File: src/rtl/justify_gap_distributor_unit_defines.svh
// assertion macros used by the justify gap distributor controller
`ifndef JUSTIFY_GAP_DISTRIBUTOR_UNIT_DEFINES_SVH
`define JUSTIFY_GAP_DISTRIBUTOR_UNIT_DEFINES_SVH

`ifndef SYNTHESIS
`define JGD_ASSERT_IMP(lbl, ck, rs, ante, cons, msg) \
  lbl: assert property (@(posedge ck) disable iff (rs) (ante) |-> (cons)) else $error(msg);
`define JGD_ASSERT_NXT(lbl, ck, rs, ante, cons, msg) \
  lbl: assert property (@(posedge ck) disable iff (rs) (ante) |=> (cons)) else $error(msg);
`else
`define JGD_ASSERT_IMP(lbl, ck, rs, ante, cons, msg)
`define JGD_ASSERT_NXT(lbl, ck, rs, ante, cons, msg)
`endif

`endif

File: src/rtl/jgd_pkg.sv
// shared types and constants of the justify gap distributor
package jgd_pkg;

  localparam int ADV_W      = 24;
  localparam int GAP_W      = 16;
  localparam int CFG_IDX_W  = 1;
  localparam int CFG_DATA_W = 24;
  localparam int DIV_STEPS  = ADV_W;
  localparam int DIV_CNT_W  = $clog2(DIV_STEPS);
  localparam int IN_USER_W  = 3;

  // register indexes
  localparam logic [CFG_IDX_W-1:0] REG_STRETCH_TOTAL = 1'd0;
  localparam logic [CFG_IDX_W-1:0] REG_GAP_COUNT     = 1'd1;

  // input tuser bit positions
  localparam int TU_LINE_START    = 0;
  localparam int TU_CLUSTER_VALID = 1;
  localparam int TU_IS_SPACE      = 2;

  typedef enum logic [1:0] {
    ST_IDLE,
    ST_DIV,
    ST_APPLY
  } state_t;

  typedef struct packed {
    logic capture;
    logic div_start;
    logic div_load;
    logic out_load;
    logic out_from_input;
  } cmd_t;

  typedef struct packed {
    logic line_start;
    logic div_done;
    logic out_free;
  } status_t;

endpackage

File: src/rtl/jgd_divider.sv
// radix-2 restoring divider, one quotient bit per cycle
module jgd_divider (
  input  logic                      clk,
  input  logic                      rst,
  input  logic                      start,
  input  logic [jgd_pkg::ADV_W-1:0] dividend,
  input  logic [jgd_pkg::GAP_W-1:0] divisor,
  output logic [jgd_pkg::ADV_W-1:0] quotient,
  output logic [jgd_pkg::GAP_W-1:0] remainder,
  output logic                      done
);
  import jgd_pkg::*;

  logic                 busy;
  logic [DIV_CNT_W-1:0] cnt;
  logic [ADV_W-1:0]     dq;
  logic [GAP_W-1:0]     rem;
  logic [GAP_W-1:0]     dvs;
  logic [GAP_W:0]       trial;
  logic                 qbit;

  assign trial = {rem, dq[ADV_W-1]};
  assign qbit  = (trial >= {1'b0, dvs});

  always_ff @(posedge clk) begin
    if (rst) begin
      busy <= 1'b0;
      done <= 1'b0;
      cnt  <= '0;
    end else begin
      done <= 1'b0;
      if (start) begin
        busy <= 1'b1;
        cnt  <= '0;
      end else if (busy) begin
        cnt <= cnt + 1'b1;
        if (cnt == DIV_CNT_W'(DIV_STEPS - 1)) begin
          busy <= 1'b0;
          done <= 1'b1;
        end
      end
    end
  end

  always_ff @(posedge clk) begin
    if (start) begin
      dq  <= dividend;
      rem <= '0;
      dvs <= divisor;
    end else if (busy) begin
      dq  <= {dq[ADV_W-2:0], qbit};
      // remainder stays below the divisor, so the low bits hold it
      rem <= qbit ? GAP_W'(trial - {1'b0, dvs}) : trial[GAP_W-1:0];
    end
  end

  assign quotient  = dq;
  assign remainder = rem;

endmodule

File: src/rtl/jgd_ctrl.sv
// controller state machine of the justify gap distributor
`include "justify_gap_distributor_unit_defines.svh"

module jgd_ctrl (
  input  logic             clk,
  input  logic             rst,
  input  logic             s_tvalid,
  output logic             s_tready,
  input  jgd_pkg::status_t status,
  output jgd_pkg::cmd_t    cmd
);
  import jgd_pkg::*;

  state_t state;
  state_t state_next;
  logic   accept;

  assign accept = s_tvalid && s_tready;

  always_ff @(posedge clk) begin
    if (rst) begin
      state <= ST_IDLE;
    end else begin
      state <= state_next;
    end
  end

  always_comb begin
    state_next = state;
    unique case (state)
      ST_IDLE: begin
        if (accept && status.line_start) state_next = ST_DIV;
      end
      ST_DIV: begin
        if (status.div_done) state_next = ST_APPLY;
      end
      ST_APPLY: begin
        if (status.out_free) state_next = ST_IDLE;
      end
      default: state_next = ST_IDLE;
    endcase
  end

  always_comb begin
    s_tready = 1'b0;
    cmd      = '0;
    unique case (state)
      ST_IDLE: begin
        s_tready = status.out_free;
        if (accept) begin
          if (status.line_start) begin
            cmd.capture   = 1'b1;
            cmd.div_start = 1'b1;
          end else begin
            // plain glyph goes straight from the input to the output register
            cmd.out_load       = 1'b1;
            cmd.out_from_input = 1'b1;
          end
        end
      end
      ST_DIV: begin
        cmd.div_load = status.div_done;
      end
      ST_APPLY: begin
        cmd.out_load = status.out_free;
      end
      default: ;
    endcase
  end

  `JGD_ASSERT_NXT(a_div_start_enters_div, clk, rst, cmd.div_start, state == ST_DIV, "div start without div state")
  `JGD_ASSERT_IMP(a_done_only_in_div, clk, rst, status.div_done, state == ST_DIV, "divider done outside div state")
  `JGD_ASSERT_IMP(a_no_output_overwrite, clk, rst, cmd.out_load, status.out_free, "output register overwritten")
  `JGD_ASSERT_NXT(a_load_then_apply, clk, rst, cmd.div_load, state == ST_APPLY, "share load without apply")

endmodule

File: src/rtl/jgd_datapath.sv
// datapath: config registers, divider, line state, adjust and output register
module jgd_datapath (
  input  logic                           clk,
  input  logic                           rst,
  input  logic                           cfg_we,
  input  logic [jgd_pkg::CFG_IDX_W-1:0]  cfg_index,
  input  logic [jgd_pkg::CFG_DATA_W-1:0] cfg_data,
  input  logic [jgd_pkg::ADV_W-1:0]      s_tdata,
  input  logic [jgd_pkg::IN_USER_W-1:0]  s_tuser,
  output logic                           m_tvalid,
  input  logic                           m_tready,
  output logic [jgd_pkg::ADV_W-1:0]      m_tdata,
  output logic                           m_tuser,
  input  jgd_pkg::cmd_t                  cmd,
  output jgd_pkg::status_t               status
);
  import jgd_pkg::*;

  logic [ADV_W-1:0] stretch_total;
  logic [GAP_W-1:0] gap_count;

  logic [ADV_W-1:0] share_per_gap;
  logic [GAP_W-1:0] remainder_left;
  logic             remainder_sign;

  logic             cap_valid;
  logic             cap_space;
  logic [ADV_W-1:0] cap_adv;

  logic [ADV_W-1:0] adv_out;
  logic             stretched_out;
  logic             out_valid;

  logic             total_neg;
  logic [ADV_W-1:0] total_mag;
  logic             no_stretch;
  logic [ADV_W-1:0] div_q;
  logic [GAP_W-1:0] div_r;
  logic             div_done;

  logic             src_valid;
  logic             src_space;
  logic [ADV_W-1:0] src_adv;
  logic             take;
  logic             rem_nz;
  logic [ADV_W:0]   unit;
  logic [ADV_W:0]   delta;
  logic [ADV_W+1:0] sum;
  logic [ADV_W-1:0] adv_sat;

  always_ff @(posedge clk) begin
    if (rst) begin
      stretch_total <= '0;
      gap_count     <= '0;
    end else if (cfg_we) begin
      unique case (cfg_index)
        REG_STRETCH_TOTAL: stretch_total <= cfg_data[ADV_W-1:0];
        REG_GAP_COUNT:     gap_count     <= cfg_data[GAP_W-1:0];
      endcase
    end
  end

  assign total_neg  = stretch_total[ADV_W-1];
  assign total_mag  = total_neg ? ADV_W'(-stretch_total) : stretch_total;
  assign no_stretch = (gap_count == '0) || (stretch_total == '0);

  jgd_divider u_div (
    .clk       (clk),
    .rst       (rst),
    .start     (cmd.div_start),
    .dividend  (total_mag),
    .divisor   (gap_count),
    .quotient  (div_q),
    .remainder (div_r),
    .done      (div_done)
  );

  always_ff @(posedge clk) begin
    if (cmd.capture) begin
      cap_valid <= s_tuser[TU_CLUSTER_VALID];
      cap_space <= s_tuser[TU_IS_SPACE];
      cap_adv   <= s_tdata;
    end
  end

  assign src_valid = cmd.out_from_input ? s_tuser[TU_CLUSTER_VALID] : cap_valid;
  assign src_space = cmd.out_from_input ? s_tuser[TU_IS_SPACE] : cap_space;
  assign src_adv   = cmd.out_from_input ? s_tdata : cap_adv;

  assign take   = src_valid && src_space;
  assign rem_nz = (remainder_left != '0);
  assign unit   = !rem_nz ? '0 : (remainder_sign ? '1 : (ADV_W+1)'(1));
  assign delta  = take ? ({share_per_gap[ADV_W-1], share_per_gap} + unit) : '0;
  assign sum    = {{2{src_adv[ADV_W-1]}}, src_adv} + {delta[ADV_W], delta};

  // saturate when the top three bits disagree
  always_comb begin
    if (sum[ADV_W+1:ADV_W-1] == 3'b000 || sum[ADV_W+1:ADV_W-1] == 3'b111) begin
      adv_sat = sum[ADV_W-1:0];
    end else if (sum[ADV_W+1]) begin
      adv_sat = {1'b1, {(ADV_W-1){1'b0}}};
    end else begin
      adv_sat = {1'b0, {(ADV_W-1){1'b1}}};
    end
  end

  always_ff @(posedge clk) begin
    if (rst) begin
      share_per_gap  <= '0;
      remainder_left <= '0;
      remainder_sign <= 1'b0;
    end else if (cmd.div_load) begin
      share_per_gap  <= no_stretch ? '0 : (total_neg ? ADV_W'(-div_q) : div_q);
      remainder_left <= no_stretch ? '0 : div_r;
      remainder_sign <= no_stretch ? 1'b0 : total_neg;
    end else if (cmd.out_load && take && rem_nz) begin
      remainder_left <= remainder_left - 1'b1;
    end
  end

  always_ff @(posedge clk) begin
    if (rst) begin
      out_valid <= 1'b0;
    end else if (cmd.out_load) begin
      out_valid <= 1'b1;
    end else if (m_tready) begin
      out_valid <= 1'b0;
    end
  end

  always_ff @(posedge clk) begin
    if (cmd.out_load) begin
      adv_out       <= adv_sat;
      stretched_out <= (delta != '0);
    end
  end

  assign m_tvalid = out_valid;
  assign m_tdata  = adv_out;
  assign m_tuser  = stretched_out;

  assign status.line_start = s_tuser[TU_LINE_START];
  assign status.div_done   = div_done;
  assign status.out_free   = !out_valid || m_tready;

endmodule

File: src/rtl/justify_gap_distributor_unit.sv
// top level: spreads a justification stretch over the whitespace glyphs of a line
// plain glyph: registered result in the cycle after the input transaction, one per cycle unless the output stalls
// line-start glyph: captured, then the 24-step bit-serial divider of stretch_total by
//   gap_count runs, the share is loaded and the result registered; no input meanwhile
// reset (rst, synchronous, active high) clears config registers, share and remainder
// input stalls while a finished result waits in the output register
module justify_gap_distributor_unit (
  input  logic                           clk,
  input  logic                           rst,
  input  logic                           cfg_we,
  input  logic [jgd_pkg::CFG_IDX_W-1:0]  cfg_index,
  input  logic [jgd_pkg::CFG_DATA_W-1:0] cfg_data,
  input  logic                           s_tvalid,
  output logic                           s_tready,
  input  logic [jgd_pkg::ADV_W-1:0]      s_tdata,  // advance_in
  input  logic [jgd_pkg::IN_USER_W-1:0]  s_tuser,  // line_start, cluster_valid, is_space
  output logic                           m_tvalid,
  input  logic                           m_tready,
  output logic [jgd_pkg::ADV_W-1:0]      m_tdata,  // advance_out
  output logic                           m_tuser   // stretched
);
  import jgd_pkg::*;

  cmd_t    cmd;
  status_t status;

  jgd_ctrl u_ctrl (
    .clk      (clk),
    .rst      (rst),
    .s_tvalid (s_tvalid),
    .s_tready (s_tready),
    .status   (status),
    .cmd      (cmd)
  );

  jgd_datapath u_dp (
    .clk       (clk),
    .rst       (rst),
    .cfg_we    (cfg_we),
    .cfg_index (cfg_index),
    .cfg_data  (cfg_data),
    .s_tdata   (s_tdata),
    .s_tuser   (s_tuser),
    .m_tvalid  (m_tvalid),
    .m_tready  (m_tready),
    .m_tdata   (m_tdata),
    .m_tuser   (m_tuser),
    .cmd       (cmd),
    .status    (status)
  );

endmodule
File: config.mk
export PLATFORM = sky130hd
export DESIGN_NAME = justify_gap_distributor_unit
export DESIGN_NICKNAME = d
export VERILOG_FILES = /design/src/rtl/jgd_pkg.sv /design/src/rtl/jgd_divider.sv /design/src/rtl/jgd_ctrl.sv /design/src/rtl/jgd_datapath.sv /design/src/rtl/justify_gap_distributor_unit.sv
export VERILOG_INCLUDE_DIRS = /design/src /design/src/rtl
export SDC_FILE = /design/constraint.sdc
export NUM_CORES = 1
export LEC_CHECK = 0
export ABC_AREA = 1
export BUFFER_PORTS_ARGS = -buffer_cell sky130_fd_sc_hd__buf_2
export CORE_ASPECT_RATIO = 1.5
export CORE_UTILIZATION = 55
export CTS_BUF_LIST = sky130_fd_sc_hd__clkbuf_8
export CTS_CLUSTER_SIZE = 28
export DETAILED_ROUTE_END_ITERATION = 7
export PLACE_DENSITY = 0.73
export SKIP_CTS_REPAIR_TIMING = 1
export SYNTH_ARGS = -nofsm -noshare
export SYNTH_HDL_FRONTEND = slang
export SYNTH_HIERARCHICAL = 1
export SYNTH_SLANG_ARGS = --single-unit
File: constraint.sdc
create_clock -name clk -period 6.1 [get_ports clk]
set_clock_uncertainty 0.2 [all_clocks]
set_input_delay 0 -clock clk [delete_from_list [all_inputs] [get_ports clk]]
set_output_delay 0 -clock clk [all_outputs]
set_load 0.03 [all_outputs]
* After elaboration in Yosys (flattened, before gate mapping)
Cells that the tools add are included.
** Word-level totals
- Register bits after elaboration :: 198
- Input bits :: 57
- Output and inout port bits :: 27
- Logic and storage cells :: 95
** Cells by class
- Add/subtract/negate cells :: 7
- $lt $le $gt $ge :: 1
- Equality and inequality tests :: 7
- Muxes and demuxes :: 37
- Bitwise logic cells :: 2
- Reduce and logical (&&, ||, !) cells :: 23
** Operators with widths (number)
- 24-bit 2-to-1 mux :: 8
- 25-bit 2-to-1 mux :: 3
- 16-bit 2-to-1 mux :: 4
- 24-bit negator :: 2
- 24-bit by 25-bit adder with 26-bit output :: 1
- 25-bit adder :: 1
- 25-bit nonzero test :: 1
- 24-bit zero test :: 1
- 17-bit by 16-bit >= comparator with 1-bit output :: 1
- 16-bit zero test :: 1
- 2-bit 2-to-1 mux :: 8
- 16-bit nonzero test :: 1
- 16-bit by 1-bit subtractor with 16-bit output, second input constant :: 1
- 16-bit subtractor :: 1
- 1-bit 2-to-1 mux :: 12
- 2-bit by 1-bit != test with 1-bit output, second input constant :: 3
- 2-bit case mux with 3 select lines :: 1
- 2-bit nonzero test :: 3
- 5-bit by 1-bit adder with 5-bit output, second input constant :: 1
- 5-bit equality test, second input constant :: 1
- 1-bit logical AND :: 5
- 2-bit AND reduction :: 2
- 3-bit equality test, second input constant :: 1
- 3-bit zero test :: 1
- other kinds (10) :: 13

* Depth between registers and ports, before layout
Gate-level depths: netlist (run 1).
- Depth after elaboration :: 13
- Gate-level depth with buffers :: 36
- Mapped depth without buffers :: 34

* Modules after synthesis
The synthesis (run 1) kept the hierarchy.
** Modules (own cells, without submodules)
- jgd_datapath :: times used 1, cells each 1426, area an instance 9751.9 sq um, seq. area each 3173.0 sq um
- jgd_divider :: times used 1, cells each 480, area an instance 3659.8 sq um, seq. area each 1661.6 sq um
- jgd_ctrl :: times used 1, cells each 21, area an instance 140.1 sq um, seq. area each 40.0 sq um

* Least setup slack after synthesis (run 1)
OpenSTA, ideal clock, no wires.
- Kind :: register to register
- Start point :: register u_dp.out_valid (netlist: u_dp/m_tvalid)
- End point :: register u_dp.adv_out[3] (netlist: u_dp/m_tdata[3]) (data pin)
- Library setup time :: 258 ps
- Arrival time :: 4100 ps
- Required time :: 5642 ps
- Setup slack :: 1541 ps
- Stages on the path, launching flop included :: 27
- Path buffers :: 3
- Clock period less this slack :: 4559 ps
- Cells stage by stage :: dfxtp_1 -> nand2_1 -> inv_1 -> nor3_2 -> nand3_2 -> inv_1 -> clkbuf_1 -> inv_1 -> nand2_1 -> nand2_1 -> inv_1 -> clkbuf_1 -> o21ai_0 -> a21oi_1 -> ha_1 -> a21oi_1 -> o21ai_0 -> nand3_1 -> nand2_1 -> nand3_1 -> nand3_1 -> nand2_1 -> nand2_1 -> xor2_1 -> o21bai_1 -> buf_2 -> nand2_1
** RTL lines
- start: declaration :: RTL line jgd_datapath.sv:32 : logic out_valid;
- start signal: assignment :: RTL line jgd_datapath.sv:123 : out_valid <= 1'b0;
- start signal: assignment :: RTL line jgd_datapath.sv:125 : out_valid <= 1'b1;
- start signal: assignment :: RTL line jgd_datapath.sv:127 : out_valid <= 1'b0;
- end signal: assignment :: RTL line jgd_datapath.sv:133 : adv_out <= adv_sat;
- end: declaration :: RTL line jgd_datapath.sv:30 : logic [ADV_W-1:0] adv_out;

* Worst setup path in the final report (run 1)
- Start point :: register u_dp.remainder_left[0]
- End point :: register u_dp.adv_out[3] (netlist: u_dp/m_tdata[3]) (data pin)
** On the way
- Word-level cells in the longest chain between the ends :: 8
- Elaborated cells on any way between the ends :: 10
- Those cells by class :: 2 x add/sub; 1 x eq/ne; 4 x mux; 3 x reduce/logical
** RTL lines
- start: declaration :: RTL line jgd_datapath.sv:23 : logic [GAP_W-1:0] remainder_left;
- start signal: assignment :: RTL line jgd_datapath.sv:114 : remainder_left <= no_stretch ? '0 : div_r;
- start signal: assignment :: RTL line jgd_datapath.sv:117 : remainder_left <= remainder_left - 1'b1;
- 16-bit nonzero test * :: RTL line jgd_datapath.sv:91 : assign rem_nz = (remainder_left != '0);
- 25-bit 2-to-1 mux * :: RTL line jgd_datapath.sv:92 : assign unit = !rem_nz ? '0 : (remainder_sign ? '1 : (ADV_W+1)'(1));
- 25-bit adder * :: RTL line jgd_datapath.sv:93 : assign delta = take ? ({share_per_gap[ADV_W-1], share_per_gap} + unit) : '0;
- 25-bit 2-to-1 mux * :: RTL line jgd_datapath.sv:93
- 24-bit by 25-bit adder with 26-bit output * :: RTL line jgd_datapath.sv:94 : assign sum = {{2{src_adv[ADV_W-1]}}, src_adv} + {delta[ADV_W], delta};
- 3-bit equality test / 3-bit zero test (equally long branches) :: RTL line jgd_datapath.sv:98 : if (sum[ADV_W+1:ADV_W-1] == 3'b000 || sum[ADV_W+1:ADV_W-1] == 3'b111) begin
- 1-bit logical OR :: RTL line jgd_datapath.sv:98
- 24-bit 2-to-1 mux * :: RTL line jgd_datapath.sv:98
- named net u_dp.adv_sat[3] :: RTL line jgd_datapath.sv:49 : logic [ADV_W-1:0] adv_sat;
The timed path passes the listed nets; every way through them passes the cells marked *.
A chain may end at the register's enable or synchronous reset.

==> results by group, run 1 <==
Placement
  – IO buf count: 83
  – Hpwl dp: between 20 and 30 mm
  – Post-placement worst setup slack: 831.3 ps
  – GPL Wtd Cong: 0.9397
  – Placed inst area: 0.01413 mm²

Global route
  – GRT Total Usage: around 27%
  – Initial antenna violation count: 0
  – First-pass GRT wire length: roughly 55 mm
  – Number of global-route vias before repair: 11607
  – Total global routing overflow: 0
  – Pin count of the biggest net entering global routing: 43

Setup path
  – CP max-delay cell: nand2_1
  – Startpoint Class: register
  – Crit Path Max Fanout: 24
  – Arrival time worst endpoint: 5480 ps
  – Setup CP Type: reg -> reg
  – Worst Path Required: 6240 ps
  – Critical path endpoint category: register
  – Worst path max stage delay: 530 ps
  – Most frequent cell on the critical path: nand2_1

Logic synthesis
  – Post-Synthesis Cells: 1927
  – Synthesized area: about 0.014 mm²
  – Dominant cell type by area after synthesis: edfxtp_1
  – Post-synthesis xor/xnor area fraction: around 4.7%
  – Primary FF master, synth: dfxtp_1
  – Synth Area in Adders: 4.727%
  – Synth Area in Simple Gates: 34.16%
  – Area contributors post-synth: edfxtp_1 20%, dfxtp_1 16%, nand2_1 15%
  – Top cell type's share of synthesized area: 20.16%
  – Syn. warnings: 6
  – Post-Syn Area per Cell: 7.033 µm²
  – Post-synth net total: 2034
  – Cell variety after synth: 51
  – Most common cell in the netlist: nand2_1
  – Yosys reg bits: 198
  – Fraction of registers with async set/reset: 0%
  – Main combinational cell family by area after synthesis: simple AND/OR/NAND/NOR gates
  – Multiplexer share of the synthesized area: 0%
  – Compound-cell area share of the yosys netlist: 11.41%
  – Post-synth EDFFs: 91
  – Sequential area share after synthesis: between 30 and 40%
  – Most instantiated cells after synthesis: 547 x nand2_1, 229 x inv_1, 173 x nor2_1

CTS
  – CTS tree: built
  – H-tree depth: 4
  – Worst skew pair latency: 480 ps
  – Root Driver: clkbuf_8
  – Clk sinks: 198
  – Clk buf depth: 2
  – Clock Pin Slew Worst Setup and Hold Paths: ~100 ps
  – Inserted Clock Buffers: 17

Detailed routing
  – Routed WL per cell: 14.50 µm
  – Post-route ant nets: 0
  – Drt total wl: 34.56 mm
  – DR vias: 12579
  – Initial DRC Count: ~640
  – Vias per cell: 5.279
  – DRC: 0
  – First-pass DRT Iterations: 6

Flow run
  – Max Cap Viol: 0

Timing
  – Post-route worst setup slack: 767.3 ps
  – Final setup viols: 0
  – Actual slew at the worst max-slew pin: roughly 1200 ps
  – Final Cycle Share: 87.42%
  – Slew Viols, Final: 0
  – Highest clock rate: 187.5 MHz
  – RSZ-0062 raised after global routing: no
  – Fin. Hold Viols: 0
  – Slew HR: 20.19%
  – Setup tns final: 0 ps
  – Final min period: 5333 ps

Floorplanning
  – Ports: 84
  – Initial core utilization: 55.86%
  – Site row count: 70
  – Die X: 130.2 µm
  – Die height: between 150 and 200 µm
  – Core Area: 0.02426 mm²
  – Die area: around 0.025 mm²

Power and ir drop
  – Reg power frac: 45.7%
  – Int Power: 2.279 mW
  – Sw Ratio: between 30 and 40%
  – Cell leakage power: 7.298 nW
  – PwrDens: 227.7 mW/mm²
  – VDD IR max: 0.1744 mV
  – Clock Power Share: 25.4%
  – Logic pwr share: a little under 30%
  – Net Switching: 1.193 mW
  – Design Power: 3.472 mW

Cells and area
  – Final instance area: around 0.015 mm²
  – Nets: 2153
  – Fillers: 2260
  – Antenna diode count: 0
  – Layout cells sized above 1: 11.80%
  – Area Overhead vs Synth: 12.53%
  – Post-layout util: between 60% and 70%

Outcome
  – Status: finished clean

Hold path
  – Tightest Hold Check Type: in -> reg
kinds of logic after synthesis:
group                    after synthesis
AO/OA/AOI/OAI                        276
XOR/XNOR                              72
adder cells (fa/ha/maj)               50
buffers and inverters                306
flip-flops                           198
AND/OR/NAND/NOR                     1025
cell usage in the layout (no fill, tap or decap), types with 4 or more instances in the layout:
| cell type | count |
|---|---|
| nand2_1 | 547 |
| inv_1 | 229 |
| nor2_1 | 173 |
| nand3_1 | 131 |
| o21ai_0 | 112 |
| dfxtp_1 | 107 |
| a21oi_1 | 99 |
| edfxtp_1 | 91 |
| buf_2 | 83 |
| dlygate4sd3_1 | 71 |
| ha_1 | 48 |
| xor2_1 | 43 |
| xnor2_1 | 29 |
| nor2_2 | 27 |
| nor3_1 | 27 |
| nand2_2 | 24 |
| nand3_2 | 23 |
| clkbuf_8 | 17 |
| nand4_1 | 17 |
| o41ai_1 | 17 |
| nor2_4 | 13 |
| nor4_1 | 13 |
| buf_4 | 11 |
| inv_2 | 10 |
| nand2_4 | 10 |
| a31oi_1 | 9 |
| nand3b_1 | 8 |
| o21ai_1 | 8 |
| or2_2 | 5 |
| o21bai_1 | 5 |
| a21boi_0 | 4 |
| a22oi_1 | 4 |
layout make-up:
class | count | area, µm² | share of cell area, %
Tap cell | 324 | 405.4 | 2.658
Inverter | 241 | 904.6 | 5.932
Clock buffer | 17 | 234.0 | 1.534
Sequential cell | 198 | 4875 | 31.97
Multi-Input combinational cell | 1423 | 7447 | 48.83
Timing Repair Buffer | 165 | 1209 | 7.926
Clock inverter | 15 | 175.2 | 1.149
stage by stage:
stage / cells / hold WS, ps
after floorplan: 1927 / -130.9
after global placement: 2280 / -7.584
after detailed placement: 2280 / -4.253
after CTS: 2312 / -527.5
after global routing: 2383 / 23.39
final: 2383 / 42.19
state kept, by name, indices dropped and copies added (netlist names), 2 cells and up:
register / count
u_ctrl/state: 2
u_dp/u_div/dvs: 16
u_dp/remainder_left: 16
u_dp/u_div/cnt: 5
u_dp/u_div/remainder: 16
u_dp/share_per_gap: 24
u_dp/m_tdata: 24
u_dp/u_div/quotient: 24
u_dp/cap_adv: 24
u_dp/stretch_total: 24
u_dp/gap_count: 16
critical path, delay by kind of cell (launching register included):
kind,cells,cell delay [ps]
flip-flops,1,320
AND/OR/NAND/NOR,19,2990
adder cells (fa/ha/maj),3,910
AO/OA/AOI/OAI,2,320
buffers and inverters,4,440
path summary, 6_finish.rpt:
check	startpoint	to	slack, ps	cells past startpoint
worst max-delay path	u_dp/remainder_left[0]	u_dp/m_tdata[3]	770	28
worst min-delay path	s_tdata[20]	u_dp/cap_adv[20]	40	2
worst max register to register	u_dp/remainder_left[0]	u_dp/m_tdata[3]	770	28
worst min register to register	u_dp/gap_count[4]	u_dp/u_div/dvs[4]	270	0
power by group through the flow:
stage / registers [mW] / logic [mW] / clock network (mW)
2_1_floorplan: 1.61 / 0.756 / 0
3_3_place_gp: 1.61 / 0.938 / 0
3_5_place_dp: 1.62 / 0.953 / 0
4_1_cts: 1.59 / 0.959 / 0.904
5_1_grt: 1.60 / 1.13 / 0.950
6_report: 1.59 / 1.00 / 0.883
per-layer routing:
layer	share of wire, %	routed length (µm)	up-vias	global-route usage, %
met1	38	13100	5713	27.58
met5	0	0	-	0
li1	-	-	6515	-
met3	2.6	892	78	3.035
met4	5.4	1854	0	14.60
met2	54	18710	273	53.01
Power figures use the tool's default switching activity.
==> run 2, diff against run 1 <==
Clock period 6.1 ns to 5.3 ns, I/O delays scaled along.
==> run 2 against run 1 <==
  * Critical endpoint is now u_dp/m_tdata[1]
  * Largest cell class unchanged
  * Register-to-register slack worse by 300 ps
  * Largest power group unchanged
  * Power increased by 15%
  * Highest routed layer unchanged
  * Die area is the same
  * Sequential share of layout area fell by 0.26 points
  * Sequential power grew 15%
  * Final cell count is 0.25% higher
  * The run now ends with hold timing left
  * Global-route usage is 0.71 points higher
  * Fmax rose by 10%
  * First-iteration DRC count is 24% lower
==> results by group, run 2 (same netlist as run 1, synthesis figures left out) <==
CTS
  – CTS tree: built
  – Worst skew pair latency: 490 ps
  – Clk sinks: 198
  – Inserted Clock Buffers: 17
  – Clk buf depth: 2
  – H-tree depth: 4
  – Root Driver: clkbuf_8
  – Clock Pin Slew Worst Setup and Hold Paths: 110 ps

Floorplanning
  – Die area: approximately 0.025 mm²
  – Site row count: 70
  – Ports: 84
  – Die height: 194.3 µm
  – Die X: approximately 130 µm
  – Core Area: 0.02426 mm²
  – Initial core utilization: 55.86%

Global route
  – Initial antenna violation count: 0
  – Number of global-route vias before repair: 11778
  – GRT Total Usage: ~28%
  – First-pass GRT wire length: 55.56 mm
  – Total global routing overflow: 0
  – Pin count of the biggest net entering global routing: 57

Placement
  – IO buf count: 83
  – Placed inst area: approximately 0.014 mm²
  – Hpwl dp: roughly 27 mm
  – GPL Wtd Cong: between 0.9 and 1

Cells and area
  – Most frequent cells in the layout: 545 x nand2_1, 228 x inv_1, 173 x nor2_1, 130 x nand3_1, 110 x o21ai_0
  – Register area: 0.004875 mm²
  – Post-layout util: 63.38%
  – Layout cells sized above 1: 12.35%
  – Antenna diode count: 0
  – Multi-input logic area: approximately 0.0075 mm²
  – Area Overhead vs Synth: 13.46%
  – Fillers: around 2200
  – Nets: about 2200
  – Final instance area: 0.01538 mm²
  – Commonest non-fill, non-tap cell in the layout: nand2_1

Setup path
  – Reg2reg setup slack: 470 ps
  – Startpoint Class: register
  – Worst path max stage delay: 340 ps
  – Reg-to-reg critical path startpoint: u_dp/remainder_left[0]
  – R2R cell count: 32
  – Worst Path Required: 5330 ps
  – Critical path endpoint category: register
  – Worst R2R End: u_dp/m_tdata[1]
  – Setup CP Type: reg -> reg
  – CP max-delay cell: dfxtp_1
  – CP startpoint: u_dp/remainder_left[0]
  – Crit Path Max Fanout: 24
  – Arrival time worst endpoint: 4870 ps
  – Most frequent cell on the critical path: nand2_1

Timing
  – Final Cycle Share: between 90% and 100%
  – Final min period: 4835 ps
  – Final setup viols: 0
  – Fin Hold WS: -20.45 ps
  – Actual slew at the worst max-slew pin: 1107 ps
  – Fin. Hold Viols: 1
  – Slew HR: 25.92%
  – Setup tns final: 0 ps
  – RSZ-0062 raised after global routing: no
  – Highest clock rate: 206.8 MHz
  – Slew Viols, Final: 0

Hold path
  – WHS Path Cells: 4
  – Hold path start: cfg_we
  – Tightest Hold Check Type: in -> reg
  – Min-Delay Endpoint: u_dp/gap_count[12]

Detailed routing
  – DR vias: 12596
  – Drt total wl: 35.29 mm
  – First-pass DRT Iterations: 5
  – Initial DRC Count: 484
  – DRC: 0
  – Vias per cell: 5.272
  – Post-route ant nets: 0
  – Routed WL per cell: 14.77 µm

Outcome
  – Failing checks: hold timing
  – Status: finished, violations left

Flow run
  – Max Cap Viol: 0

Power and ir drop
  – Cell leakage power: 7.337 nW
  – VDD IR max: roughly 0.24 mV
  – PwrDens: 260.4 mW/mm²
-- run 2: worst max path at each step --
stage | to | slack, ps
2_1_floorplan | u_dp/m_tdata[3] | 740
3_3_place_gp | u_dp/m_tdata[3] | 90
3_5_place_dp | u_dp/m_tdata[3] | -80
4_1_cts | u_dp/m_tdata[3] | -100
5_1_grt | u_dp/m_tdata[1] | 3
6_report | u_dp/m_tdata[1] | 470
-- run 2: layout make-up --
cell class,count,area share (%)
Multi-Input combinational cell,1424,48.84
Sequential cell,198,31.70
Timing Repair Buffer,170,8.211
Inverter,241,5.883
Tap cell,324,2.637
Clock buffer,17,1.522
Clock inverter,15,1.204
-- run 2: through the flow --
stage                     hold slack, ps  std cells  power, mW  setup WS [ps]
after floorplan                   -130.9       1927      2.728          741.4
after global placement            -7.812       2283      2.942          90.54
final                             -20.45       2389      4.004          465.3
after CTS                         -536.7       2315      3.957         -103.3
after global routing              -10.26       2389      4.264          3.146
after detailed placement          -7.071       2283      2.965         -78.68
-- run 2: critical path: cells and delay by family (launching register included) --
kind            cells  cell delay (ps)
compound gates      6              910
fa+ha+maj           3              660
buf+inv             6              700
flops               1              340
simple gates       17             1750
-- run 2: per-layer routing --
metal	vias up	routed length, µm	GRT usage [%]
met5	-	0	0
met4	0	2021	15.25
met3	90	931	3.587
met2	292	19290	54.59
met1	5697	13050	27.69
li1	6517	-	-
-- run 2: report_power, final --
part / total [mW] / internal [mW] / switching, mW
Clock: 0.999 / 0.403 / 0.596
Combinational: 1.18 / 0.433 / 0.747
Sequential: 1.83 / 1.73 / 0.0941
Total: 4.00 / 2.57 / 1.44
==> run 3, diff against run 2 <==
Settings changed: REMOVE_ABC_BUFFERS set to 1.
==> run 3 against run 2 <==
  * The flow now finishes without violations
  * Sequential power about the same
  * Fmax down 1.6%
  * Final cell count increased by 0.13%
  * Global-route usage is 1.3 points lower
  * Core utilization grew 0.37 points
  * First-iteration DRC count grew 28%
  * Die area is the same
  * Combinational power hardly changed
  * Non-clock buffer count is 3 higher
  * Worst setup slack lost 77 ps
  * Clock-buffer cell count unchanged
  * Worst hold slack gained 40 ps
  * Critical path type unchanged
  * Largest power group unchanged
==> results by group, run 3 (same netlist as run 1, synthesis figures left out) <==
Cells and area
  – Antenna diode count: 0
  – Final instance area: approximately 0.015 mm²
  – Nets: around 2200
  – Commonest non-fill, non-tap cell in the layout: nand2_1
  – Most frequent cells in the layout: 546 x nand2_1, 227 x inv_1, 172 x nor2_1, 130 x nand3_1, 112 x o21ai_0
  – Layout cells sized above 1: 12.52%
  – Fillers: 2230
  – Non-Filler Instances: between 2000 and 2500
  – Area Overhead vs Synth: 14.12%
  – Post-layout util: between 60% and 70%

Floorplanning
  – Initial core utilization: 55.86%
  – Core Area: 0.02426 mm²
  – Site row count: 70
  – Die area: between 0.02 and 0.03 mm²
  – Die height: 194.3 µm
  – Die X: 130.2 µm
  – Ports: 84

Power and ir drop
  – Sw Ratio: around a third
  – VDD IR max: 0.1788 mV
  – Clock Power Share: between 20% and 30%
  – Net Switching: approximately 1.4 mW
  – Reg power frac: 44.2%
  – Cell leakage power: 7.379 nW
  – Logic pwr share: 28.2%
  – Int Power: 2.702 mW
  – PwrDens: around 270 mW/mm²

Setup path
  – Reg2reg setup slack: 390 ps
  – Worst path max stage delay: 390 ps
  – Startpoint Class: register
  – Setup CP Type: reg -> reg
  – Worst Path Required: 5350 ps
  – Crit Path Max Fanout: 12
  – CP startpoint: u_dp/remainder_left[1]
  – Most frequent cell on the critical path: nand2_1
  – Reg-to-reg critical path startpoint: u_dp/remainder_left[1]
  – CP bufs+invs: 5
  – R2R cell count: 28
  – Arrival time worst endpoint: 4970 ps
  – CP max-delay cell: ha_2
  – Worst R2R End: u_dp/m_tdata[0]
  – Critical path endpoint category: register
  – Delay-heaviest family, CP: simple AND/OR/NAND/NOR gates

CTS
  – Worst skew pair latency: 500 ps
  – Root Driver: clkbuf_8
  – Clock Pin Slew Worst Setup and Hold Paths: 110 ps
  – H-tree depth: 4
  – Clk sinks: a little under 200
  – Inserted Clock Buffers: 17
  – Clk buf depth: 2
  – CTS tree: built

Timing
  – Highest clock rate: 203.6 MHz
  – Final min period: slightly below 5000 ps
  – Actual slew at the worst max-slew pin: 1033 ps
  – Final setup viols: 0
  – Final Cycle Share: just over 90%
  – Slew Viols, Final: 0
  – Fin. Hold Viols: 0
  – Slew HR: between 30% and 40%
  – Setup tns final: 0 ps
  – Post-route worst setup slack: between 300 and 400 ps

Global route
  – First-pass GRT wire length: 53.23 mm
  – Initial antenna violation count: 0
  – Total global routing overflow: 0
  – Number of global-route vias before repair: between 10000 and 15000
  – Pin count of the biggest net entering global routing: 56
  – GRT Total Usage: a little over a quarter

Detailed routing
  – Drt total wl: 34.87 mm
  – Top sig layer: met4
  – Met2 WL: 18.84 mm
  – Post-route ant nets: 0
  – DRC: 0
  – Vias per cell: 5.337
  – First-pass DRT Iterations: 5
  – Initial DRC Count: about 620
  – M1 WL: 13.35 mm
  – Routed WL per cell: between 10 and 15 µm
  – WL met3: 1.126 mm
  – DR vias: between 10000 and 15000

Flow run
  – Max Cap Viol: 0

Placement
  – IO buf count: 83
  – Post-placement worst setup slack: 27.00 ps
  – GPL Wtd Cong: 0.9665
  – Placed cells: between 2000 and 2500
  – Placed inst area: between 0.01 and 0.015 mm²
  – Hpwl dp: 25.97 mm

Hold path
  – Hold path start: s_tdata[13]
  – WHS Path Cells: 2
  – Min-Delay Endpoint: u_dp/cap_adv[13]
  – Tightest Hold Check Type: in -> reg

Outcome
  – Status: finished clean
## run 3: cell types whose count changed in the layout (fill, tap and decap cells not counted), moves of 2 or more
cell | previous run | this run
clkinv_8 | 4 | 2
o21ai_0 | 110 | 112
inv_6 | 6 | 4
bufinv_16 | 1 | 4
## run 3: per-stage QoR
step / hold slack, ps / power [mW]
floorplan: -130.9 / 2.680
finish: 19.89 / 4.142
CTS: -546.2 / 4.092
detailed placement: -9.634 / 2.957
global placement: -9.853 / 2.937
global route: 9.949 / 4.376
## run 3: layout make-up
type / count / area (µm²) / share of cell area (%)
multi-input combinational: 1424 / 7517 / 48.61
sequential: 198 / 4875 / 31.52
timing repair buffer: 173 / 1291 / 8.350
inverter: 241 / 904.6 / 5.850
tap: 324 / 405.4 / 2.621
clock inverter: 15 / 237.7 / 1.537
clock buffer: 17 / 234.0 / 1.513
## run 3: worst reg2reg max path: cells and delay by family (launching register included)
kind                       cells  cell delay, ps
AOI/OAI and AO/OA              1             240
xor gates and xnor gates       1              90
and+or+nand+nor               18            2380
DFF                            1             320
buffers and inverters          5             540
adders and majority gates      3             920
## run 3: how the worst max path moves through the flow
stage,end,slack (ps),cells past startpoint
2_1_floorplan,u_dp/m_tdata[1],-310,23
3_3_place_gp,u_dp/m_tdata[1],150,29
3_5_place_dp,u_dp/m_tdata[1],30,29
4_1_cts,u_dp/m_tdata[1],-30,29
5_1_grt,u_dp/m_tdata[1],-0.6,29
6_report,u_dp/m_tdata[0],390,28
## run 3: power groups by stage
stage | clock [mW] | sequential [mW] | combinational, mW
after floorplan | 0 | 1.86 | 0.819
after global placement | 0 | 1.86 | 1.07
after detailed placement | 0 | 1.87 | 1.09
after CTS | 1.16 | 1.83 | 1.10
after global routing | 1.22 | 1.85 | 1.31
final | 1.14 | 1.83 | 1.17
## run 3: layer usage
| metal | global-route usage [%] | vias to the layer above |
|---|---|---|
| met2 | 51.93 | 300 |
| met5 | 0 | - |
| met1 | 26.63 | 5842 |
| met4 | 13.57 | 0 |
| met3 | 3.808 | 93 |
| li1 | - | 6531 |
